$ cat config.mk
export PLATFORM = sky130hd
export DESIGN_NAME = can_transport_segmenter
export DESIGN_NICKNAME = d
export VERILOG_FILES = /design/src/rtl/cts_pkg.sv /design/src/rtl/can_transport_segmenter.sv
export SDC_FILE = /design/constraint.sdc
export NUM_CORES = 1
export LEC_CHECK = 0
export ABC_AREA = 1
export BUFFER_PORTS_ARGS = -buffer_cell sky130_fd_sc_hd__buf_2
export CORE_UTILIZATION = 56
export CTS_CLUSTER_DIAMETER = 80
export DETAILED_ROUTE_END_ITERATION = 8
export GPL_ROUTABILITY_DRIVEN = 0
export PLACE_DENSITY = 0.86
export SYNTH_ARGS = -nofsm -noshare
export SYNTH_HDL_FRONTEND = slang
export SYNTH_SLANG_ARGS = --single-unit
export TNS_END_PERCENT = 50
$ cat constraint.sdc
create_clock -name clk -period 26.5 [get_ports clk]
set_clock_uncertainty 0.15 [all_clocks]
set_input_delay 5.3 -clock clk [delete_from_list [all_inputs] [get_ports clk]]
set_output_delay 5.3 -clock clk [all_outputs]
set_load 0.005 [all_outputs]
$ cat src/rtl/cts_pkg.sv
// ----------------------------------------------------------------------------
// cts_pkg
// Types and constants of the CAN transport segmenter.
// ----------------------------------------------------------------------------
package cts_pkg;

  localparam int FRAME_LEN  = 8;
  localparam int MAX_SINGLE = 7;
  localparam int CFG_IDX_W  = 1;
  localparam int CFG_DATA_W = 11;

  localparam logic [7:0] FIRST_CTRL  = 8'h10;
  localparam logic [7:0] CONSEC_CTRL = 8'h20;

  // configuration register indexes
  localparam logic [CFG_IDX_W-1:0] REG_FRAME_IDENT = 1'd0;
  localparam logic [CFG_IDX_W-1:0] REG_PAD_VALUE   = 1'd1;

  typedef struct packed {
    logic [7:0] payload_byte;
    logic [7:0] message_length;
    logic       with_length_byte;
  } seg_in_t;

  typedef struct packed {
    logic [10:0] frame_id;
    logic [7:0]  frame_byte0;
    logic [7:0]  frame_byte1;
    logic [7:0]  frame_byte2;
    logic [7:0]  frame_byte3;
    logic [7:0]  frame_byte4;
    logic [7:0]  frame_byte5;
    logic [7:0]  frame_byte6;
    logic [7:0]  frame_byte7;
    logic        final_frame;
  } seg_out_t;

endpackage

$ cat src/rtl/can_transport_segmenter.sv
// ----------------------------------------------------------------------------
// can_transport_segmenter
// Packs a byte stream into padded eight-byte CAN frames, single or segmented.
// ----------------------------------------------------------------------------
// Output: a completed frame is registered in out_data or the skid register.
// Throughput: one payload word per cycle while the skid register is empty; a
//   two-entry output stage keeps input open while one frame waits in it.
// Reset: rst (synchronous) clears the message state, both output valids and
//   the configuration registers; frame buffer contents are not cleared.
module can_transport_segmenter (
  input  logic                            clk,
  input  logic                            rst,
  input  logic                            cfg_write,
  input  logic [cts_pkg::CFG_IDX_W-1:0]   cfg_index,
  input  logic [cts_pkg::CFG_DATA_W-1:0]  cfg_data,
  input  logic                            in_valid,
  output logic                            in_stall,
  input  cts_pkg::seg_in_t                in_data,
  output logic                            out_valid,
  input  logic                            out_stall,
  output cts_pkg::seg_out_t               out_data
);

  // configuration registers
  logic [10:0] frame_ident;
  logic [7:0]  pad_value;

  // message state
  logic [7:0]  frame_bytes [cts_pkg::FRAME_LEN];
  logic [2:0]  slot_position;
  logic [3:0]  frame_index;   // all four bits form the low nibble of the control byte
  logic [7:0]  bytes_left;
  logic        in_message;

  // output stage
  cts_pkg::seg_out_t skid_data;
  logic              skid_valid;

  // per-word decode
  logic        in_acc;
  logic        start;
  logic        zero_len;
  logic        single;
  logic [2:0]  pos;
  logic [7:0]  left_eff;
  logic [7:0]  left_after;
  logic [3:0]  index_eff;
  logic        last_byte;
  logic        full;
  logic        emit;
  logic [3:0]  filled;
  logic [7:0]  wb [cts_pkg::FRAME_LEN];   // buffer after this word's writes
  logic [7:0]  ob [cts_pkg::FRAME_LEN];   // frame bytes with padding
  cts_pkg::seg_out_t res;

  logic [2:0]  slot_position_next;
  logic [3:0]  frame_index_next;
  logic [7:0]  bytes_left_next;
  logic        in_message_next;

  assign in_stall = skid_valid;
  assign in_acc   = in_valid && !skid_valid;

  always_comb begin
    start     = !in_message;
    zero_len  = start && (in_data.message_length == 8'd0);
    single    = in_data.message_length <= 8'(cts_pkg::MAX_SINGLE);

    // slot taken by this word; a new message opens after its header
    if (start) begin
      if (single) begin
        pos = in_data.with_length_byte ? 3'd1 : 3'd0;
      end else begin
        pos = 3'd2;
      end
      left_eff  = in_data.message_length;
      index_eff = 4'd0;
    end else begin
      pos       = slot_position;
      left_eff  = bytes_left;
      index_eff = frame_index;
    end

    left_after = left_eff - 8'd1;
    last_byte  = !zero_len && (left_after == 8'd0);
    full       = !zero_len && (pos == 3'(cts_pkg::FRAME_LEN - 1));
    emit       = zero_len || last_byte || full;

    if (zero_len) begin
      filled = {3'd0, in_data.with_length_byte};
    end else if (last_byte) begin
      filled = {1'b0, pos} + 4'd1;
    end else begin
      filled = 4'(cts_pkg::FRAME_LEN);
    end

    // apply header and data writes of this word
    for (int j = 0; j < cts_pkg::FRAME_LEN; j++) begin
      wb[j] = frame_bytes[j];
    end
    if (zero_len) begin
      if (in_data.with_length_byte) begin
        wb[0] = 8'd0;
      end
    end else begin
      if (start) begin
        if (single) begin
          if (in_data.with_length_byte) begin
            wb[0] = in_data.message_length;
          end
        end else begin
          wb[0] = cts_pkg::FIRST_CTRL;
          wb[1] = in_data.message_length;
        end
      end
      wb[pos] = in_data.payload_byte;
    end

    // pad the unused tail
    for (int j = 0; j < cts_pkg::FRAME_LEN; j++) begin
      ob[j] = (4'(j) < filled) ? wb[j] : pad_value;
    end

    res.frame_id    = frame_ident;
    res.frame_byte0 = ob[0];
    res.frame_byte1 = ob[1];
    res.frame_byte2 = ob[2];
    res.frame_byte3 = ob[3];
    res.frame_byte4 = ob[4];
    res.frame_byte5 = ob[5];
    res.frame_byte6 = ob[6];
    res.frame_byte7 = ob[7];
    res.final_frame = zero_len || last_byte;

    // next message state
    slot_position_next = slot_position;
    frame_index_next   = frame_index;
    bytes_left_next    = bytes_left;
    in_message_next    = in_message;
    if (zero_len) begin
      slot_position_next = 3'd0;
    end else begin
      bytes_left_next = left_after;
      if (last_byte) begin
        // drop back to idle
        in_message_next    = 1'b0;
        slot_position_next = 3'd0;
        frame_index_next   = index_eff;
      end else if (full) begin
        // advance to the next consecutive frame, byte 0 holds its header
        in_message_next    = 1'b1;
        frame_index_next   = index_eff + 4'd1;
        slot_position_next = 3'd1;
      end else begin
        in_message_next    = 1'b1;
        frame_index_next   = index_eff;
        slot_position_next = pos + 3'd1;
      end
    end
  end

  // configuration registers
  always_ff @(posedge clk) begin
    if (rst) begin
      frame_ident <= '0;
      pad_value   <= '0;
    end else if (cfg_write) begin
      unique case (cfg_index)
        cts_pkg::REG_FRAME_IDENT: frame_ident <= cfg_data;
        cts_pkg::REG_PAD_VALUE:   pad_value   <= cfg_data[7:0];
        default: ;
      endcase
    end
  end

  // message state
  always_ff @(posedge clk) begin
    if (rst) begin
      slot_position <= '0;
      frame_index   <= '0;
      bytes_left    <= '0;
      in_message    <= 1'b0;
    end else if (in_acc) begin
      slot_position <= slot_position_next;
      frame_index   <= frame_index_next;
      bytes_left    <= bytes_left_next;
      in_message    <= in_message_next;
    end
  end

  // frame buffer, no reset; a full mid-message frame reopens with its header
  always_ff @(posedge clk) begin
    if (in_acc) begin
      for (int j = 0; j < cts_pkg::FRAME_LEN; j++) begin
        if (j == 0 && full && !last_byte) begin
          frame_bytes[j] <= cts_pkg::CONSEC_CTRL | {4'd0, frame_index_next};
        end else begin
          frame_bytes[j] <= wb[j];
        end
      end
    end
  end

  // output register with skid: a new frame lands in out_data when it is free or
  // being taken this cycle and no frame waits in skid, else in the skid register
  always_ff @(posedge clk) begin
    if (rst) begin
      out_valid  <= 1'b0;
      skid_valid <= 1'b0;
    end else begin
      if (!out_valid || !out_stall) begin
        if (skid_valid) begin
          out_valid  <= 1'b1;
          out_data   <= skid_data;
          skid_valid <= in_acc && emit;
          skid_data  <= res;
        end else begin
          out_valid <= in_acc && emit;
          out_data  <= res;
        end
      end else if (in_acc && emit) begin
        skid_valid <= 1'b1;
        skid_data  <= res;
      end
    end
  end

endmodule

# Word-level counts from Yosys, hierarchy flattened
# Memories as Yosys holds them, arrays and structs flattened.
# Index checks and enable logic that the tools add are counted.
# classes
add_sub_neg	4
multipliers	0
div_mod_pow	0
magnitude_cmp	11
n_eq_ne	2
shifts	0
n_mux	50
bitwise	5
reduce_logical	24
# ops
cell	n
76-bit two-way mux	4
8-bit two-way mux	16
64-bit bitwise mux	1
56-bit two-way mux	1
16-bit two-way mux	2
8-bit demux with 3-bit select	1
4-bit two-way mux	6
8-bit logical NOT	2
3-bit by 4-bit less-than comparator with 1-bit output (first input constant)	4
1-bit two-way mux	14
3-bit two-way mux	4
8-bit by 3-bit <= comparator with 1-bit output (second input constant)	1
1-bit by 4-bit less-than comparator with 1-bit output (first input constant)	2
2-bit by 4-bit less-than comparator with 1-bit output (first input constant)	2
2-bit AND reduction	4
8-bit by 1-bit subtractor with 8-bit output (second input constant)	1
1-bit logical AND	7
1-bit logical NOT	6
3-bit by 1-bit adder with 4-bit output (second input constant)	1
4-bit by 1-bit adder with 4-bit output (second input constant)	1
4-bit greater-or-equal comparator (second input constant)	1
4-bit by 1-bit less-than comparator with 1-bit output (second input constant)	1
3-bit NOT with 4-bit output	1
3-bit by 1-bit adder with 3-bit output (second input constant)	1
other kinds (8)	12
# totals
ff_bits	189
latch_bits	0
ramBits	64
rom_bits	0
inputBits	34
out_inout_bits	78
elab_cells	125
memories	1
# memory_table
memory	depth	word_bits	rd	rd_clocked_by_memory_dff	wr	line	rtl
frame_bytes	8	8	8	0	8	can_transport_segmenter.sv:29	logic [7:0] frame_bytes [cts_pkg::FRAME_LEN];

# Longest topological paths before layout
# logic_depth
depth_word	13
depth_mapped	20

# Worst setup path after synthesis
# No wires, ideal clock.
# synth_timing
path_type	input-to-reg
startpoint	in in_valid
endpoint	reg skid_data[0] in the netlist's numbering (enable)
setup_time_ns	0.616
arrival_time_ns	12.056
required_ns	25.734
path_slack_ns	13.678
path_stages	4
path_cell_list	nand2_1 -> clkinv_1 -> o21ai_0 -> o21ai_0
# synth_between
elab_chain_cells	4
# synth_lines
element	line	rtl
start, declared	can_transport_segmenter.sv:16	input logic in_valid,
1-bit logical AND	can_transport_segmenter.sv:62	assign in_acc = in_valid && !skid_valid;
named net in_acc	can_transport_segmenter.sv:40	logic in_acc;
1-bit logical AND	can_transport_segmenter.sv:221	end else if (in_acc && emit) begin
2-bit nonzero test (no line)	-	
3-bit AND reduction (no line)	-	
end signal, assigned	can_transport_segmenter.sv:216	skid_data <= res;
end signal, assigned	can_transport_segmenter.sv:223	skid_data <= res;
end, declared	can_transport_segmenter.sv:36	cts_pkg::seg_out_t skid_data;
# The timed path passes the listed nets, and every way through them passes these cells.
# A chain may end at the register's enable or synchronous reset.

# Final worst setup path
# layout_timing
startpoint	in in_data[5] in the netlist's numbering
endpoint	reg skid_data[65] in the netlist's numbering (enable)
# layout_between
elab_chain_cells	9
word_cells_on_any_way	17
classes_between	add/sub: 1; order compare: 1; eq/ne: 1; mux: 3; reduce/logical: 11
# layout_lines
element	line	rtl
start, declared	can_transport_segmenter.sv:18	input cts_pkg::seg_in_t in_data,
8-bit two-way mux (tied with other cells)	can_transport_segmenter.sv:70	if (start) begin
8-bit by 1-bit subtractor with 8-bit output (tied with other cells)	can_transport_segmenter.sv:84	left_after = left_eff - 8'd1;
8-bit logical NOT (tied with other cells)	can_transport_segmenter.sv:85	last_byte = !zero_len && (left_after == 8'd0);
1-bit logical AND / 3-bit equality test (equally long branches)	can_transport_segmenter.sv:85, can_transport_segmenter.sv:86	
1-bit logical OR / 1-bit logical AND (equally long branches)	can_transport_segmenter.sv:87, can_transport_segmenter.sv:86	
1-bit logical OR (*)	can_transport_segmenter.sv:87	emit = zero_len || last_byte || full;
1-bit logical AND (*)	can_transport_segmenter.sv:221	
2-bit nonzero test (no line) (*)	-	
3-bit AND reduction (no line) (*)	-	
# Every way passes the cells marked *; elsewhere a longest branch is shown, timed or not.

==> flow_summary.yaml <==
run_status:
  status: "finished, final reports clean"
yosys:
  ys.flop_type: "edfxtp_1"
  synth_top_area_share_pct: 56.3
  ys_seq_elements: 253
  yosys.area.top_type: "edfxtp_1"
  synth_edf_count: 216
  syn_inst: 1215
  yosysUniqueCellTypes: 35
  synth_area_leaders: "edfxtp_1 56%, nand2_1 13%, dfxtp_1 6.4%"
  synth_nets: 1254
  yosys_warnings: 0
  ys_seq_area_share_pct: 62.7
  synth.cell_area_um2: 11500
  syn_avg_cell_area_um2: 9.49
  async_flop_share_pct: 0
global_route:
  grt_start_max_net_pins: 78
  grt_pass1_wl_mm: 43.2
  grt.total_usage_pct: 25.7
  overflow: 0
  antenna_found_initial: 0
  grt_pass1_vias: 8443
timing:
  whs_ns: 0.305
  worst_slack_ns: 17.73
  fin_crit_ns: 8.77
  min_period_over_period_pct: 33.1
  worst_pin_slew_ns: 0.980
  slew_violations: 0
  tns_ns: 0
  final-setup-viol-count: 0
  hold_viol: 0
  rsz0062_at_grt: "no"
  slew_headroom_pct: 34.7
  max_freq_mhz: 114
clock_network:
  cts_resized: 0
  cts_root_buf: "clkbuf_16"
  cts_made_buffers: 26
  ctsHoldBuffers: 0
  clock_latency_ns: 0.52
  cts_setup_buffers: 0
  tritoncts: "yes"
  cts_num_sinks: 253
  cts_htree_levels: 1
  path_clk_slew_ns: 0.06
  ctsLongestPathBuffers: 3
power_and_ir_drop:
  power_leakage_nw: 5.74
  irDropWorstVdd_uv: 87.4
  power_density_nw_per_um2: 69.0
drt:
  vias_per_cell: 5.61
  wl_mm: 27.4
  dr.pass1.iters: 7
  drtIter0Drc: 1093
  wl_per_cell_um: 17.1
  vias: 9010
  ant_nets: 0
  drcViolationCount: 0
placement:
  placed_area_um2: 12300
  portBuffers: 111
  placed_cells: 1557
  hpwl_mm: 18.0
  pre_cts_ws_ns: 17.25
critical_path:
  path_cells: "buf_2 > nor2_1 > nand4_1 > inv_1 > nand3_1 > nand2_1 > ha_1 > ha_1 > inv_1 > nor2_1 > o21ai_0 > o21ai_4 > buf_4"
  slowest_stage: "o21ai_4"
  crit_path_max_incr_delay_ns: 0.79
  cpLargestDelayFamily: "buffers and inverters"
  cp-start-kind: "primary input"
  worstSetupPathType: "in -> reg"
  critPathRequiredTime_ns: 26.50
  path_buf_inv: 4
  cp.depth: 13
  critPathArrivalTime_ns: 8.77
  cp_max_fo: 46
  end_kind: "flip-flop"
  reg2regPathDepth: 14
floorplanning:
  fp.dieW_um: 145
  core-area_um2: 20200
  die_h_um: 145
  io_pins: 112
  die-area_um2: 21200
  row_count: 52
  start_util_pct: 57.0
cells_and_area:
  nFillCells: 1541
  fin_nets: 1354
  layoutNonFillerInstCount: 1606
  finalInstanceArea_um2: 13100
  drive_gt1_share_pct: 14.5
  syn2layout_area_growth_pct: 13.7
worst_hold_path:
  holdPathStages: 0
  worstHoldPathType: "reg -> reg"
run:
  cap_violations: 0
-- placed cells by master, fill, tap and decap left out, types with 10 or more instances in the layout --
cell type  count
nand2_1      406
edfxtp_1     216
o21ai_0      123
inv_1        113
buf_2        111
nand3_1       71
nor2_1        64
dfxtp_1       36
a21oi_1       31
clkbuf_16     27
and2_1        24
o21ai_2       12
o21ai_1       12
nand4_1       11
clkbuf_1      10
-- layer usage --
layer  up-vias  routed length [um]  GRT usage, %
li1       4257                   -             -
met1      4189               10700          33.7
met2       475               12900          42.9
met3        89                2590          3.89
met4         0                1170          10.9
met5         -                   0             0
-- flip-flops by register name, summed over array words and instances (netlist names) --
| name | count |
|---|---|
| frame_ident | 11 |
| bytes_left | 8 |
| skid_data | 76 |
| in_stall | 1 |
| in_message | 1 |
| out_valid | 1 |
| pad_value | 8 |
| out_data | 76 |
| frame_bytes | 64 |
| slot_position | 3 |
| frame_index | 4 |
-- synthesized netlist by cell type, types with 3 or more instances --
cell / n
a21oi_1: 31
dfxtp_1: 37
ha_1: 5
buf_2: 5
nand2_2: 9
inv_1: 114
buf_1: 6
nand2_4: 4
nor2_1: 65
o21ai_2: 12
inv_2: 3
o21ai_1: 12
nand3_1: 71
o22ai_1: 6
buf_6: 3
edfxtp_1: 216
and2_1: 24
clkbuf_1: 29
o21ai_0: 124
nand4_1: 11
nor2_2: 4
nand2_1: 406
-- kinds of logic after synthesis --
group           share of synthesized area [%]
buf+inv                                  5.62
flops                                    62.7
fa+ha+maj                               0.543
compound gates                           8.88
simple gates                             21.9
xor+xnor                                0.304
-- final timing paths --
check                 startpoint             to  slack (ns)
setup reg to reg      in_message  skid_data[65]       21.73
setup / recovery      in_data[5]  skid_data[65]       17.73
hold reg to reg   frame_ident[0]  skid_data[65]        0.31
hold / removal    frame_ident[0]  skid_data[65]        0.31
-- stage by stage --
stage | util, % | total power (W)
floorplan | - | 0.000525
global placement | 60.7 | 0.000554
detailed placement | 60.7 | 0.000557
CTS | 64.7 | 0.000905
global route | 64.7 | 0.000934
finish | 64.7 | 0.000904
-- cell type report --
type | instances | area, um^2 | area share [%]
Clock inverter | 11 | 106 | 0.812
Antenna cell | 1 | 2.50 | 0.0191
Timing Repair Buffer | 117 | 601 | 4.58
Sequential cell | 253 | 7230 | 55.2
Tap cell | 270 | 338 | 2.58
Inverter | 118 | 443 | 3.38
Clock buffer | 37 | 713 | 5.44
Multi-Input combinational cell | 799 | 3670 | 28.0
-- report_power, final --
part / internal, W / total (W) / switching (W)
logic: 0.0000275 / 0.0000869 / 0.0000595
registers: 0.000458 / 0.000465 / 0.00000685
clock network: 0.000207 / 0.000352 / 0.000145
Power figures use the tool's default switching activity.
